[config.mk]
export PLATFORM = sky130hd
export DESIGN_NAME = mesh_peer_link_fsm
export DESIGN_NICKNAME = d
export VERILOG_FILES = /design/src/rtl/mpl_pkg.sv /design/src/rtl/mesh_peer_link_fsm.sv
export VERILOG_INCLUDE_DIRS = /design/src /design/src/rtl
export SDC_FILE = /design/constraint.sdc
export NUM_CORES = 1
export LEC_CHECK = 0
export ABC_AREA = 1
export BUFFER_PORTS_ARGS = -buffer_cell sky130_fd_sc_hd__buf_2
export CAP_MARGIN = 20
export CORE_ASPECT_RATIO = 0.5
export CORE_MARGIN = 1.5
export CORE_UTILIZATION = 61
export CTS_CLUSTER_DIAMETER = 50
export DETAILED_ROUTE_END_ITERATION = 8
export PLACE_DENSITY = 0.91
export SLEW_MARGIN = 20
export SYNTH_ARGS = -nofsm -noshare
export SYNTH_HDL_FRONTEND = slang
export SYNTH_SLANG_ARGS = --single-unit
[constraint.sdc]
create_clock -name clk -period 5.8 [get_ports clk]
set_input_delay 1.16 -clock clk [delete_from_list [all_inputs] [get_ports clk]]
set_output_delay 1.16 -clock clk [all_outputs]
set_load 0.02 [all_outputs]
[src/rtl/mesh_peer_link_fsm_assert.svh]
// Assertion macros used by the mesh peer link RTL.
`ifndef MESH_PEER_LINK_FSM_ASSERT_SVH
`define MESH_PEER_LINK_FSM_ASSERT_SVH

// A condition that must hold at every clock edge outside reset.
`define MPL_ASSERT_ALWAYS(label, cond, msg) \
    label: assert property (@(posedge clk) disable iff (!rst_n) (cond)) else $error(msg);

// A condition in one cycle that implies another in the same cycle.
`define MPL_ASSERT_IMPL(label, ante, cons, msg) \
    label: assert property (@(posedge clk) disable iff (!rst_n) (ante) |-> (cons)) \
        else $error(msg);

// A condition in one cycle that implies another in the next cycle.
`define MPL_ASSERT_NEXT(label, ante, cons, msg) \
    label: assert property (@(posedge clk) disable iff (!rst_n) (ante) |=> (cons)) \
        else $error(msg);

`endif

[src/rtl/mpl_pkg.sv]
// Package with the constants and types of the mesh peer link block.
`timescale 1ns / 1ps

package mpl_pkg;

    // Field widths.
    localparam int CategoryWidth = 8;
    localparam int LengthWidth   = 12;
    localparam int CodeWidth     = 8;
    localparam int LinkIdWidth   = 16;
    localparam int SendWidth     = 2;
    localparam int StateWidth    = 3;

    // Result queue geometry.
    localparam int QueueDepth    = 4;
    localparam int PtrWidth      = 2;
    localparam int CountWidth    = 3;

    // Frame checks.
    localparam logic [CategoryWidth-1:0] CAT_SELF_PROTECTED = 8'd15;
    localparam logic [LengthWidth-1:0]   MIN_BODY_LEN       = 12'd5;

    // Action codes.
    localparam logic [CodeWidth-1:0] CODE_OPEN    = 8'd1;
    localparam logic [CodeWidth-1:0] CODE_CONFIRM = 8'd2;
    localparam logic [CodeWidth-1:0] CODE_CLOSE   = 8'd3;

    // Peering states.
    localparam logic [StateWidth-1:0] ST_LISTEN    = 3'd0;
    localparam logic [StateWidth-1:0] ST_OPEN_SENT = 3'd1;
    localparam logic [StateWidth-1:0] ST_OPEN_RCVD = 3'd2;
    localparam logic [StateWidth-1:0] ST_CNF_RCVD  = 3'd3;
    localparam logic [StateWidth-1:0] ST_ESTAB     = 3'd4;
    localparam logic [StateWidth-1:0] ST_HOLDING   = 3'd5;
    localparam logic [StateWidth-1:0] ST_BLOCKED   = 3'd6;

    // Frames to transmit.
    localparam logic [SendWidth-1:0] TX_OPEN    = 2'd0;
    localparam logic [SendWidth-1:0] TX_CONFIRM = 2'd1;
    localparam logic [SendWidth-1:0] TX_CLOSE   = 2'd2;

    // One queued result.
    typedef struct packed {
        logic [SendWidth-1:0]  send_type;
        logic [StateWidth-1:0] link_state;
        logic                  last;
    } result_t;

endpackage

[src/rtl/mesh_peer_link_fsm.sv]
// Peering link state machine for one mesh peer, with input stage and result queue.
`timescale 1ns / 1ps

// A request is registered in the input stage at acceptance and evaluated into the result
// queue once the queue has room for two results; its first result then drives the output.
// Throughput: one request per cycle while the queue has room for two results; the output
// port drains one result per cycle unless stalled, so two-frame requests back up the input.
// Reset: peer state returns to listen, the stored peer id and local id clear to zero,
// and the input stage and result queue empty at once; no clearing pass is needed.
module mesh_peer_link_fsm (
    input  logic                                   clk,
    input  logic                                   rst_n,
    // Configuration write channel.
    input  logic                                   cfg_valid,
    output logic                                   cfg_ready,
    input  logic [mpl_pkg::LinkIdWidth-1:0]        local_link_id,
    // Request channel.
    input  logic                                   in_valid,
    output logic                                   in_stall,
    input  logic [mpl_pkg::CategoryWidth-1:0]      category,
    input  logic [mpl_pkg::LengthWidth-1:0]        frame_length,
    input  logic [mpl_pkg::CodeWidth-1:0]          frame_code,
    input  logic [mpl_pkg::LinkIdWidth-1:0]        peer_link_id,
    input  logic [mpl_pkg::LinkIdWidth-1:0]        local_id_in_frame,
    input  logic                                   links_available,
    // Result channel.
    output logic                                   out_valid,
    input  logic                                   out_stall,
    output logic [mpl_pkg::SendWidth-1:0]          send_type,
    output logic [mpl_pkg::StateWidth-1:0]         link_state,
    output logic                                   last
);

    // Configuration register.
    logic [mpl_pkg::LinkIdWidth-1:0]   local_id_reg;

    // Input stage.
    logic                              stage_valid_reg;
    logic [mpl_pkg::CategoryWidth-1:0] category_reg;
    logic [mpl_pkg::LengthWidth-1:0]   length_reg;
    logic [mpl_pkg::CodeWidth-1:0]     code_reg;
    logic [mpl_pkg::LinkIdWidth-1:0]   plid_reg;
    logic [mpl_pkg::LinkIdWidth-1:0]   llid_reg;
    logic                              avail_reg;

    // Link state.
    logic [mpl_pkg::StateWidth-1:0]    peer_state_reg;
    logic [mpl_pkg::StateWidth-1:0]    peer_state_next;
    logic [mpl_pkg::LinkIdWidth-1:0]   stored_peer_id_reg;
    logic [mpl_pkg::LinkIdWidth-1:0]   stored_peer_id_next;

    // Result queue.
    mpl_pkg::result_t                  queue_reg [mpl_pkg::QueueDepth];
    logic [mpl_pkg::PtrWidth-1:0]      wr_ptr_reg;
    logic [mpl_pkg::PtrWidth-1:0]      rd_ptr_reg;
    logic [mpl_pkg::CountWidth-1:0]    count_reg;
    logic [mpl_pkg::CountWidth-1:0]    count_next;

    // Handshake and evaluation signals.
    logic                              in_accept;
    logic                              out_pop;
    logic                              room;
    logic                              proc;
    logic                              frame_ok;
    logic                              ev_open;
    logic                              ev_confirm;
    logic                              ev_close;
    logic [1:0]                        num_tx;
    logic [mpl_pkg::SendWidth-1:0]     tx0;
    logic [mpl_pkg::SendWidth-1:0]     tx1;
    mpl_pkg::result_t                  head;

    // Handshakes: the stage moves on whenever the queue can take two results.
    assign cfg_ready = 1'b1;
    assign room      = (count_reg <= mpl_pkg::CountWidth'(mpl_pkg::QueueDepth - 2));
    assign proc      = stage_valid_reg && room;
    assign in_stall  = stage_valid_reg && !room;
    assign in_accept = in_valid && !in_stall;
    assign out_valid = (count_reg != '0);
    assign out_pop   = out_valid && !out_stall;

    // Queue head drives the result ports.
    assign head       = queue_reg[rd_ptr_reg];
    assign send_type  = head.send_type;
    assign link_state = head.link_state;
    assign last       = head.last;

    // Configuration register write.
    always_ff @(posedge clk or negedge rst_n)
    begin
        if (!rst_n)
        begin
            local_id_reg <= '0;
        end
        else if (cfg_valid && cfg_ready)
        begin
            local_id_reg <= local_link_id;
        end
    end

    // Input stage control.
    always_ff @(posedge clk or negedge rst_n)
    begin
        if (!rst_n)
        begin
            stage_valid_reg <= 1'b0;
        end
        else if (in_accept)
        begin
            stage_valid_reg <= 1'b1;
        end
        else if (proc)
        begin
            stage_valid_reg <= 1'b0;
        end
    end

    // Input stage payload.
    always_ff @(posedge clk)
    begin
        if (in_accept)
        begin
            category_reg <= category;
            length_reg   <= frame_length;
            code_reg     <= frame_code;
            plid_reg     <= peer_link_id;
            llid_reg     <= local_id_in_frame;
            avail_reg    <= links_available;
        end
    end

    // Classify the frame into an accepted event.
    always_comb
    begin
        ev_open             = 1'b0;
        ev_confirm          = 1'b0;
        ev_close            = 1'b0;
        stored_peer_id_next = stored_peer_id_reg;
        frame_ok = (category_reg == mpl_pkg::CAT_SELF_PROTECTED)
                && (length_reg >= mpl_pkg::MIN_BODY_LEN)
                && (peer_state_reg != mpl_pkg::ST_BLOCKED);
        if (proc && frame_ok)
        begin
            case (code_reg)
                mpl_pkg::CODE_OPEN:
                begin
                    if (avail_reg && (stored_peer_id_reg == '0
                                      || stored_peer_id_reg == plid_reg))
                    begin
                        ev_open             = 1'b1;
                        stored_peer_id_next = plid_reg;
                    end
                end
                mpl_pkg::CODE_CONFIRM:
                begin
                    ev_confirm = avail_reg && (llid_reg == local_id_reg)
                              && (plid_reg == stored_peer_id_reg);
                end
                mpl_pkg::CODE_CLOSE:
                begin
                    ev_close = (peer_state_reg == mpl_pkg::ST_ESTAB)
                            || (plid_reg == stored_peer_id_reg);
                end
                default:
                begin
                    ev_open = 1'b0;
                end
            endcase
        end
    end

    // Peering state transitions and frames to send.
    always_comb
    begin
        peer_state_next = peer_state_reg;
        num_tx          = 2'd0;
        tx0             = mpl_pkg::TX_OPEN;
        tx1             = mpl_pkg::TX_CONFIRM;
        unique case (peer_state_reg)
            mpl_pkg::ST_LISTEN:
            begin
                if (ev_open)
                begin
                    peer_state_next = mpl_pkg::ST_OPEN_RCVD;
                    num_tx          = 2'd2;
                    tx0             = mpl_pkg::TX_OPEN;
                    tx1             = mpl_pkg::TX_CONFIRM;
                end
            end
            mpl_pkg::ST_OPEN_SENT:
            begin
                if (ev_open)
                begin
                    peer_state_next = mpl_pkg::ST_OPEN_RCVD;
                    num_tx          = 2'd1;
                    tx0             = mpl_pkg::TX_CONFIRM;
                end
                else if (ev_confirm)
                begin
                    peer_state_next = mpl_pkg::ST_CNF_RCVD;
                end
                else if (ev_close)
                begin
                    peer_state_next = mpl_pkg::ST_HOLDING;
                    num_tx          = 2'd1;
                    tx0             = mpl_pkg::TX_CLOSE;
                end
            end
            mpl_pkg::ST_OPEN_RCVD:
            begin
                if (ev_open)
                begin
                    num_tx = 2'd1;
                    tx0    = mpl_pkg::TX_CONFIRM;
                end
                else if (ev_confirm)
                begin
                    peer_state_next = mpl_pkg::ST_ESTAB;
                end
                else if (ev_close)
                begin
                    peer_state_next = mpl_pkg::ST_HOLDING;
                    num_tx          = 2'd1;
                    tx0             = mpl_pkg::TX_CLOSE;
                end
            end
            mpl_pkg::ST_CNF_RCVD:
            begin
                if (ev_open)
                begin
                    peer_state_next = mpl_pkg::ST_ESTAB;
                    num_tx          = 2'd1;
                    tx0             = mpl_pkg::TX_CONFIRM;
                end
                else if (ev_close)
                begin
                    peer_state_next = mpl_pkg::ST_HOLDING;
                    num_tx          = 2'd1;
                    tx0             = mpl_pkg::TX_CLOSE;
                end
            end
            mpl_pkg::ST_ESTAB:
            begin
                if (ev_open)
                begin
                    num_tx = 2'd1;
                    tx0    = mpl_pkg::TX_CONFIRM;
                end
                else if (ev_close)
                begin
                    peer_state_next = mpl_pkg::ST_HOLDING;
                    num_tx          = 2'd1;
                    tx0             = mpl_pkg::TX_CLOSE;
                end
            end
            mpl_pkg::ST_HOLDING:
            begin
                if (ev_close)
                begin
                    peer_state_next = mpl_pkg::ST_LISTEN;
                end
                else if (ev_open || ev_confirm)
                begin
                    num_tx = 2'd1;
                    tx0    = mpl_pkg::TX_CLOSE;
                end
            end
            default:
            begin
                peer_state_next = peer_state_reg;
            end
        endcase
    end

    // Link state registers.
    always_ff @(posedge clk or negedge rst_n)
    begin
        if (!rst_n)
        begin
            peer_state_reg     <= mpl_pkg::ST_LISTEN;
            stored_peer_id_reg <= '0;
        end
        else
        begin
            peer_state_reg     <= peer_state_next;
            stored_peer_id_reg <= stored_peer_id_next;
        end
    end

    // Result queue occupancy.
    assign count_next = count_reg + {1'b0, num_tx}
                      - {{(mpl_pkg::CountWidth-1){1'b0}}, out_pop};

    // Result queue pointers and count.
    always_ff @(posedge clk or negedge rst_n)
    begin
        if (!rst_n)
        begin
            wr_ptr_reg <= '0;
            rd_ptr_reg <= '0;
            count_reg  <= '0;
        end
        else
        begin
            wr_ptr_reg <= wr_ptr_reg + num_tx;
            if (out_pop)
            begin
                rd_ptr_reg <= rd_ptr_reg + 2'd1;
            end
            count_reg <= count_next;
        end
    end

    // Result queue storage; each result carries the state after the step.
    always_ff @(posedge clk)
    begin
        if (num_tx != 2'd0)
        begin
            queue_reg[wr_ptr_reg] <= '{send_type:  tx0,
                                       link_state: peer_state_next,
                                       last:       (num_tx == 2'd1)};
        end
        if (num_tx == 2'd2)
        begin
            queue_reg[wr_ptr_reg + 2'd1] <= '{send_type:  tx1,
                                              link_state: peer_state_next,
                                              last:       1'b1};
        end
    end

    // Checks on the queue and the peering state.
    `include "mesh_peer_link_fsm_assert.svh"

    `MPL_ASSERT_ALWAYS(a_count_bound, count_reg <= mpl_pkg::CountWidth'(mpl_pkg::QueueDepth), "result queue overflow")
    `MPL_ASSERT_ALWAYS(a_never_blocked, peer_state_reg != mpl_pkg::ST_BLOCKED, "blocked state entered")
    `MPL_ASSERT_IMPL(a_pair_whole, out_valid && !last, count_reg >= 3'd2, "first frame of a pair without its second")
    `MPL_ASSERT_NEXT(a_state_hold, !proc, $stable(peer_state_reg), "state changed without a request")
    `MPL_ASSERT_IMPL(a_no_tx_idle, !proc, num_tx == 2'd0, "frames queued without a request")

endmodule
## Word level (Yosys, flattened, before mapping)

Memories as Yosys holds them, arrays and structs flattened.
Index checks and enable logic that the tools add are counted.

- Flip-flop bits (word level): 104
- Memory bits (writable): 24
- Input bits: 82
- Output and inout port bits: 9
- Word-level logic and storage cells: 98
- Memories: 1

Memories:

| memory | depth | width | read ports | clocked after Yosys merged registers in | write ports | line | RTL |
|---|---|---|---|---|---|---|---|
| queue_reg | 4 | 6 | 1 | 0 | 2 | mesh_peer_link_fsm.sv:53 | `mpl_pkg::result_t queue_reg [mpl_pkg::QueueDepth];` |

- Add/sub/neg operators: 5
- $lt $le $gt $ge: 2
- Eq/ne operators: 15
- Muxes and demuxes: 38
- Reduce and logical (&&, ||, !) cells: 24

Operator list:

| cell | count |
|---|---|
| equality test 16 bit | 3 |
| 2-to-1 mux 3 bit | 9 |
| 2-to-1 mux 1 bit | 18 |
| case mux 3 bit (6 select lines) | 1 |
| equality test 8 x 2 -> 1 bit (second input constant) | 2 |
| logical NOT 16 bit | 1 |
| 2-to-1 mux 2 bit | 8 |
| greater-or-equal comparator 12 x 3 -> 1 bit (second input constant) | 1 |
| logical AND 1 bit | 10 |
| equality test 8 x 1 -> 1 bit (second input constant) | 1 |
| equality test 8 x 4 -> 1 bit (second input constant) | 1 |
| case mux 2 bit (4 select lines) | 1 |
| equality test 3 x 2 -> 1 bit (second input constant) | 2 |
| equality test 3 bit (second input constant) | 2 |
| case mux 2 bit (3 select lines) | 1 |
| adder 2 x 1 -> 2 bit (second input constant) | 2 |
| nonzero test 2 bit | 2 |
| OR reduction 2 bit | 2 |
| adder 3 x 2 -> 3 bit | 1 |
| equality test 3 x 1 -> 1 bit (second input constant) | 1 |
| less-or-equal comparator 3 x 2 -> 1 bit (second input constant) | 1 |
| logical NOT 1 bit | 3 |
| logical NOT 3 bit | 1 |
| logical OR 1 bit | 3 |
| 7 further kinds | 7 |

## Logic depth before layout (Yosys ltp)

Gate-level depths: netlist (run 1).

- Word-level depth: 13
- Depth in mapped cells: 21
- Depth with buffers taken out: 20

## Worst setup path before layout (run 1)

OpenSTA, ideal clock, no wires.

- Path type: input -> register
- Start: in in_valid
- End: reg avail_reg, enable pin
- Library setup time: 0.480 ns
- Arrival: 3.742 ns
- Required time: 5.320 ns
- Setup slack: 1.578 ns
- Cell stages on the path: 2
- Path buffers: 0
- Path through: inv_1 nor2_1

- Longest elaborated chain between the ends: 1

Ends and longest elaborated chain:

| what | line | RTL |
|---|---|---|
| from (decl) | mesh_peer_link_fsm.sv:18 | `input logic in_valid,` |
| logical AND 1 bit | mesh_peer_link_fsm.sv:78 | `assign in_accept = in_valid && !in_stall;` |
| named net in_accept | mesh_peer_link_fsm.sv:60 | `logic in_accept;` |
| to (signal assigned) | mesh_peer_link_fsm.sv:128 | `avail_reg <= links_available;` |
| to (decl) | mesh_peer_link_fsm.sv:44 | `logic avail_reg;` |

The timed path passes the listed nets, and every way through them passes these cells.
A chain may end at the register's enable or synchronous reset.

## Final worst setup path (run 1)

- Start: reg code_reg[7] in the netlist's numbering
- End: reg count_reg[2] in the netlist's numbering

- Longest elaborated chain between the ends: 9
- Elaborated cells on any way between the ends: 20
- Classes of those cells: add/sub: 2; eq/ne: 3; mux: 14; reduce/logical: 1

Ends and longest elaborated chain:

| what | line | RTL |
|---|---|---|
| from (decl) | mesh_peer_link_fsm.sv:41 | `logic [mpl_pkg::CodeWidth-1:0] code_reg;` |
| from (signal assigned) | mesh_peer_link_fsm.sv:125 | `code_reg <= frame_code;` |
| equality test 8 x 2 -> 1 bit or equality test 8 x 1 -> 1 bit (tied branches) | mesh_peer_link_fsm.sv:144 | `case (code_reg)` |
| 2-to-1 mux 1 bit | mesh_peer_link_fsm.sv:144 |  |
| 2-to-1 mux 1 bit | mesh_peer_link_fsm.sv:142 | `if (proc && frame_ok)` |
| 2-to-1 mux 1 bit or logical OR 1 bit (tied branches) | -- |  |
| 2-to-1 mux 1 bit, on equally long branches | mesh_peer_link_fsm.sv:198, mesh_peer_link_fsm.sv:262 |  |
| 2-to-1 mux 1 bit, on equally long branches | mesh_peer_link_fsm.sv:192, mesh_peer_link_fsm.sv:258 |  |
| case mux 2 bit (4 select lines) (*) | mesh_peer_link_fsm.sv:179 | `unique case (peer_state_reg)` |
| adder 3 x 2 -> 3 bit (*) | mesh_peer_link_fsm.sv:291 | `assign count_next = count_reg + {1'b0, num_tx}` |
| subtractor 3 x 1 -> 3 bit (*) | mesh_peer_link_fsm.sv:292 | `- {{(mpl_pkg::CountWidth-1){1'b0}}, out_pop};` |
| named net count_next, one bit | mesh_peer_link_fsm.sv:57 | `logic [mpl_pkg::CountWidth-1:0] count_next;` |
| to (signal assigned) | mesh_peer_link_fsm.sv:310 | `count_reg <= count_next;` |
| to (decl) | mesh_peer_link_fsm.sv:56 | `logic [mpl_pkg::CountWidth-1:0] count_reg;` |

The timed path passes the listed nets; every way through them passes the cells marked *.

==> impl_metrics.yaml, run 1 <==
power:
  p_comb_frac: 0.177
  p_leak_nw: 3.41
  clkPwrFrac: 0.391
  power_switching_w: 0.000854
  seq_power_share: 0.432
  power_density_mw_per_mm2: 392
  vdd_drop_max_mv: 0.237
  power.share.switching: 0.302
  p_int_w: 0.00198
timing:
  fin_skew_ns: 0.0115
  clock.fmax_ghz: 0.294
  relSlewSlack: 0.482
  rsz0062_at_grt: "false"
  slew_violations: 0
  tightest_slew_ns: 0.777
  post-route-period-util: 0.587
  fin_setup_tns_ns: 0
  hold_violations: 0
  setup_slack_ns: 2.40
  post-route-min-period_ns: 3.40
  finalSetupViolCount: 0
detailed_routing:
  route.detailed.drc: 0
  drt_first_pass_iters: 5
  final_antenna_net_count: 0
  num_vias: 4885
  routedWlPerCell_um: 14.8
  wirelength_mm: 13.6
  via_per_inst: 5.32
  drt_iter0_drc: 410
clocking:
  numCtsBuffers: 17
  clk_latency_ns: 0.42
  h-tree-depth: 4
  cts_setup_buffers: 0
  cts_resized: 0
  ctsHoldBuffers: 0
  path_clk_slew_ns: 0.06
  cts_root_buf: "clkbuf_16"
  clk_path_buf_depth: 2
  cts.sinks: 128
  cts_tree: "built"
final_layout:
  drive_above_1_share: 0.210
  largest_reg_flops: 24
  finalNonFillerCells: 919
  antenna_cells: 0
  area.growth.synth_to_final_pct: 19.8
  nNetsFinal: 858
  fin_util: 0.759
synthesis:
  yosys_warnings: 0
  synth_edf_count: 73
  netlist_top_cells_area: "edfxtp_1, dfrtp_1, nand2_1"
  syn_area_mm2: 0.00603
  synth_cell_types: 36
  yosysSeqAreaShare: 0.582
  avgSynthCellArea_um2: 8.97
  synth_top_area_frac: 0.364
  async_flop_share: 0.336
  synthCells: 672
  synthFlopType: "edfxtp_1"
  syn_nets: 759
  ys_ff_latch: 128
  synth_top_cell_by_area: "edfxtp_1"
outcome:
  outcome: "complete, no violations"
critical_path:
  critical_path_depth: 19
  critPathKind: "flop to flop"
  r2r_cells: 19
  crit_family: "simple AND/OR/NAND/NOR gates"
  cpPeakStageDelay_ns: 0.39
  timing.rr.start: "code_reg[7]$_DFFE_PP_"
  crit_chain: "inv_1 > nand2_1 > nor2_1 > nand2_1 > inv_1 > nand3_4 > nor2_4 > nand2_4 > nor2_4 > inv_2 > nand2_2 > inv_1 > ha_1 > inv_1 > ha_1 > inv_1 > fa_1 > xnor2_1 > xor2_1"
  crit_arrival_ns: 3.74
  end_kind: "flop"
  crit_path_max_fanout: 39
  r2r_setup_slack_ns: 2.40
  worst_setup_path_start_kind: "flop"
  crit_path_top_delay_cell: "edfxtp_1"
  reg2reg_to: "count_reg[2]$_DFF_PN0_"
  cp_data_required_time_ns: 6.14
  endpoint: "count_reg[2]$_DFF_PN0_"
  cp-startpoint: "code_reg[7]$_DFFE_PP_"
  cp_common_cell: "inv_1"
  crit_buf_inv: 6
grt:
  use_met2: 0.509
  use_met3: 0.0711
  grt_max_degree: 62
  track_usage: 0.280
  grt_antenna_before_repair: 0
  grt_pass1_vias: 4843
  grtUsageMet1: 0.321
  grt_overflow: 0
  top_usage_layer: "met2"
  grt_pass1_wl_mm: 22.1
placement:
  hpwl_mm: 8.64
  dpl_worst_slack_ns: 2.62
  dp_cells: 887
  place.port_buffers: 89
  gp_congestion: 0.863
floorplanning:
  io_pins: 91
  core.rowCount: 25
  die_w_um: 144
  dieArea_mm2: 0.0105
  die_h_um: 73.3
  core_mm2: 0.00951
  initial_core_util: 0.634
worst_hold_path:
  hp-class: "flop to flop"
flow_run:
  drv_cap: 0
==> worst min-delay path, cell delays in order, from the launching register on <==
cell and delay, ns:
dfxtp_1 0.33, nand2_1 0.05, nand3_1 0.05
==> area by class of cell <==
type / instances / area (µm²)
Clock buffer: 17 / 425
Fill cell: 599 / 2290
Timing Repair Buffer: 90 / 455
Clock inverter: 15 / 185
Sequential cell: 128 / 3510
Tap cell: 135 / 169
Inverter: 107 / 402
Multi-Input combinational cell: 427 / 2080
==> logic make-up after synthesis <==
family          count (synthesis)  synth area share
mux                             3           0.00560
buf+inv                       117            0.0747
compound gates                 75            0.0687
other cells                     1          0.000622
xor+xnor                       12            0.0174
simple gates                  331             0.239
fa+ha+maj                       5            0.0116
flops                         128             0.582
==> per-layer routing <==
layer  vias to the layer above  wire (µm)
li1                       2351          -
met4                         0        354
met1                      2289       5470
met5                         -          0
met3                        41        806
met2                       204       6950
==> worst min path at each step <==
stage                                         to                    startpoint  cells after the start  slack, ns
CTS                 queue_reg[2][0]$_SDFFE_PP1P_  queue_reg[2][0]$_SDFFE_PP1P_                      2       0.46
finish              queue_reg[2][0]$_SDFFE_PP1P_  queue_reg[2][0]$_SDFFE_PP1P_                      2       0.47
global placement    queue_reg[1][0]$_SDFFE_PP1N_  queue_reg[1][0]$_SDFFE_PP1N_                      2       0.44
global route        queue_reg[1][4]$_SDFFE_PP1N_  queue_reg[1][4]$_SDFFE_PP1N_                      2       0.50
floorplan           queue_reg[1][0]$_SDFFE_PP1N_  queue_reg[1][0]$_SDFFE_PP1N_                      2       0.42
detailed placement  queue_reg[2][0]$_SDFFE_PP1P_  queue_reg[2][0]$_SDFFE_PP1P_                      2       0.45
==> stage by stage <==
stage	hold slack [ns]	power [W]	cell area (µm²)
final	0.466	0.00283	7220
after global routing	0.497	0.00295	7220
after CTS	0.460	0.00284	7220
after detailed placement	0.446	0.00172	6610
after global placement	0.437	0.00169	6610
after floorplan	0.424	0.00156	6030
==> placed cells by master, fill, tap and decap left out, types with 4 or more instances in the layout <==
| cell type | count |
|---|---|
| a21oi_1 | 16 |
| buf_2 | 88 |
| clkbuf_16 | 17 |
| dfrtp_1 | 43 |
| dfxtp_1 | 12 |
| edfxtp_1 | 73 |
| ha_1 | 4 |
| inv_1 | 95 |
| inv_2 | 12 |
| nand2_1 | 187 |
| nand2_2 | 14 |
| nand3_1 | 30 |
| nand4_1 | 8 |
| nor2_1 | 75 |
| nor2_4 | 6 |
| o21ai_0 | 46 |
| o22ai_1 | 6 |
| xnor2_1 | 6 |
| xor2_1 | 6 |
==> synth_stat cells, types with 2 or more instances <==
cell,number
a21oi_1,16
clkbuf_1,8
dfrtp_1,43
dfxtp_1,12
edfxtp_1,73
ha_1,4
inv_1,95
inv_2,12
mux2_2,3
nand2_1,187
nand2_2,14
nand3_1,30
nand3_2,3
nand4_1,8
nor2_1,76
nor2_4,5
nor4_1,2
o211ai_1,3
o21ai_0,46
o22ai_1,6
xnor2_1,6
xor2_1,6
==> power by group through the flow <==
stage / logic, W / registers, W / clock network, W
finish: 0.000500 / 0.00122 / 0.00111
global route: 0.000561 / 0.00123 / 0.00116
CTS: 0.000501 / 0.00122 / 0.00112
detailed placement: 0.000485 / 0.00123 / 0
global placement: 0.000466 / 0.00122 / 0
floorplan: 0.000349 / 0.00121 / 0
Note: power is estimated with default switching activity, not from simulation.
==> run 2: changes to the inputs <==
--- a/config.mk
+++ b/config.mk
@@ -11,10 +11,10 @@
 export CAP_MARGIN = 20
 export CORE_ASPECT_RATIO = 0.5
 export CORE_MARGIN = 1.5
-export CORE_UTILIZATION = 61
+export CORE_UTILIZATION = 57
 export CTS_CLUSTER_DIAMETER = 50
 export DETAILED_ROUTE_END_ITERATION = 8
-export PLACE_DENSITY = 0.91
+export PLACE_DENSITY = 0.86
 export SLEW_MARGIN = 20
 export SYNTH_ARGS = -nofsm -noshare
 export SYNTH_HDL_FRONTEND = slang
==> constraint.sdc (replaced) <==
create_clock -name clk -period 3.4 [get_ports clk]
set_input_delay 0.68 -clock clk [delete_from_list [all_inputs] [get_ports clk]]
set_output_delay 0.68 -clock clk [all_outputs]
set_load 0.02 [all_outputs]
==> impl_metrics.yaml, run 2 (same netlist as run 1, synthesis figures left out) <==
detailed_routing:
  routedWlPerCell_um: 13.6
  final_antenna_net_count: 0
  drt_first_pass_iters: 5
  route.detailed.drc: 0
  wirelength_mm: 12.6
  drt_iter0_drc: 321
  via_per_inst: 5.06
  num_vias: 4690
critical_path:
  r2r_setup_slack_ns: 0.31
  cp_common_cell: "inv_1"
  reg2reg_to: "count_reg[2]$_DFF_PN0_"
  worst_setup_path_start_kind: "flop"
  crit_buf_inv: 5
  timing.rr.start: "code_reg[4]$_DFFE_PP_"
  cp_data_required_time_ns: 3.69
  crit_path_max_fanout: 6
  r2r_cells: 19
  end_kind: "flop"
  critPathKind: "flop to flop"
  crit_path_top_delay_cell: "edfxtp_1"
  crit_chain: "inv_1 > nand2_1 > nor2_1 > nand2_1 > inv_1 > nand3_4 > nor2_4 > nand2_2 > nor2_1 > a21oi_2 > nand2_2 > inv_1 > ha_1 > inv_1 > ha_1 > inv_1 > fa_1 > xnor2_1 > xor2_1"
  cpPeakStageDelay_ns: 0.38
  crit_family: "simple AND/OR/NAND/NOR gates"
  crit_arrival_ns: 3.38
floorplanning:
  core.rowCount: 26
  io_pins: 91
  dieArea_mm2: 0.0112
  die_h_um: 75.7
  die_w_um: 148
  core_mm2: 0.0102
  initial_core_util: 0.588
timing:
  tightest_slew_ns: 0.599
  fin_skew_ns: 0.00687
  fin_setup_tns_ns: 0
  post-route-period-util: 0.908
  finalSetupViolCount: 0
  post-route-min-period_ns: 3.09
  setup_slack_ns: 0.312
  slew_violations: 0
  clock.fmax_ghz: 0.324
  relSlewSlack: 0.599
  holdWs_ns: 0.272
  rsz0062_at_grt: "false"
  hold_violations: 0
clocking:
  cts_tree: "built"
  h-tree-depth: 4
  cts_resized: 0
  numCtsBuffers: 17
  clk_latency_ns: 0.41
  clk_path_buf_depth: 2
  path_clk_slew_ns: 0.06
  cts_root_buf: "clkbuf_16"
  cts_setup_buffers: 0
  cts.sinks: 128
  ctsHoldBuffers: 0
grt:
  grt_antenna_before_repair: 0
  grt_max_degree: 44
  grt_pass1_wl_mm: 20.2
  grt_overflow: 0
  track_usage: 0.237
  grt_pass1_vias: 4371
worst_hold_path:
  hp-class: "input port to async pin"
power:
  vdd_drop_max_mv: 0.386
  p_leak_nw: 3.41
  power_density_mw_per_mm2: 650
final_layout:
  largest_reg_flops: 24
  layout_common_cells: "nand2_1, inv_1, buf_2, nor2_1, edfxtp_1"
  area.growth.synth_to_final_pct: 19.7
  antenna_cells: 0
  drive_above_1_share: 0.211
  nNetsFinal: 860
  final_common_cell: "nand2_1"
  fin_util: 0.704
outcome:
  outcome: "complete, no violations"
placement:
  gp_congestion: 0.886
  place.port_buffers: 89
  dpl_worst_slack_ns: 0.364
  hpwl_mm: 8.69
flow_run:
  drv_cap: 0
run 2: worst reg2reg max path: cells and delay by family (launching register included):
kind,cells,cell delay (ns)
AND/OR/NAND/NOR,8,1.09
adder cells (fa/ha/maj),3,0.77
flip-flops,1,0.38
buffers and inverters,5,0.36
XOR/XNOR,2,0.28
AO/OA/AOI/OAI,1,0.10
run 2: stage by stage:
| step | total power, W | instance area (µm²) | cells |
|---|---|---|---|
| 6_report | 0.00469 | 7210 | 926 |
| 5_1_grt | 0.00491 | 7210 | 926 |
| 4_1_cts | 0.00471 | 7210 | 926 |
| 3_5_place_dp | 0.00295 | 6630 | 894 |
| 3_3_place_gp | 0.00290 | 6630 | 894 |
| 2_1_floorplan | 0.00265 | 6030 | 672 |
run 2: layout make-up:
| type | instances | area, µm² |
|---|---|---|
| flip-flops and latches | 128 | 3510 |
| fillers | 766 | 3030 |
| multi-input cells | 427 | 2080 |
| repair buffers | 92 | 470 |
| clock buffers | 19 | 443 |
| inverters | 107 | 402 |
| well taps | 140 | 175 |
| clock inverters | 13 | 138 |
run 2: layer usage:
layer	wire length [µm]	global-route usage
met1	5570	0.302
met2	6250	0.416
met3	628	0.0497
met4	121	0.0825
met5	0	0
run 2: power breakdown:
group / leakage [nW] / switching [W] / total (W) / internal (W)
Combinational: 1.80 / 0.000556 / 0.000850 / 0.000294
Clock: 0.269 / 0.000673 / 0.00177 / 0.00110
Sequential: 1.35 / 0.000149 / 0.00207 / 0.00192
run 2: how the worst max path moves through the flow:
| stage | from | end | slack (ns) | depth (start not counted) |
|---|---|---|---|---|
| 6_report | code_reg[4]$_DFFE_PP_ | count_reg[2]$_DFF_PN0_ | 0.31 | 19 |
| 5_1_grt | code_reg[4]$_DFFE_PP_ | count_reg[2]$_DFF_PN0_ | 0.04 | 19 |
| 4_1_cts | code_reg[4]$_DFFE_PP_ | count_reg[2]$_DFF_PN0_ | 0.33 | 19 |
| 3_5_place_dp | code_reg[5]$_DFFE_PP_ | count_reg[2]$_DFF_PN0_ | 0.36 | 19 |
| 3_3_place_gp | length_reg[11]$_DFFE_PP_ | count_reg[2]$_DFF_PN0_ | 0.51 | 18 |
| 2_1_floorplan | count_reg[1]$_DFF_PN0_ | avail_reg$_DFFE_PP_ | 0.65 | 3 |
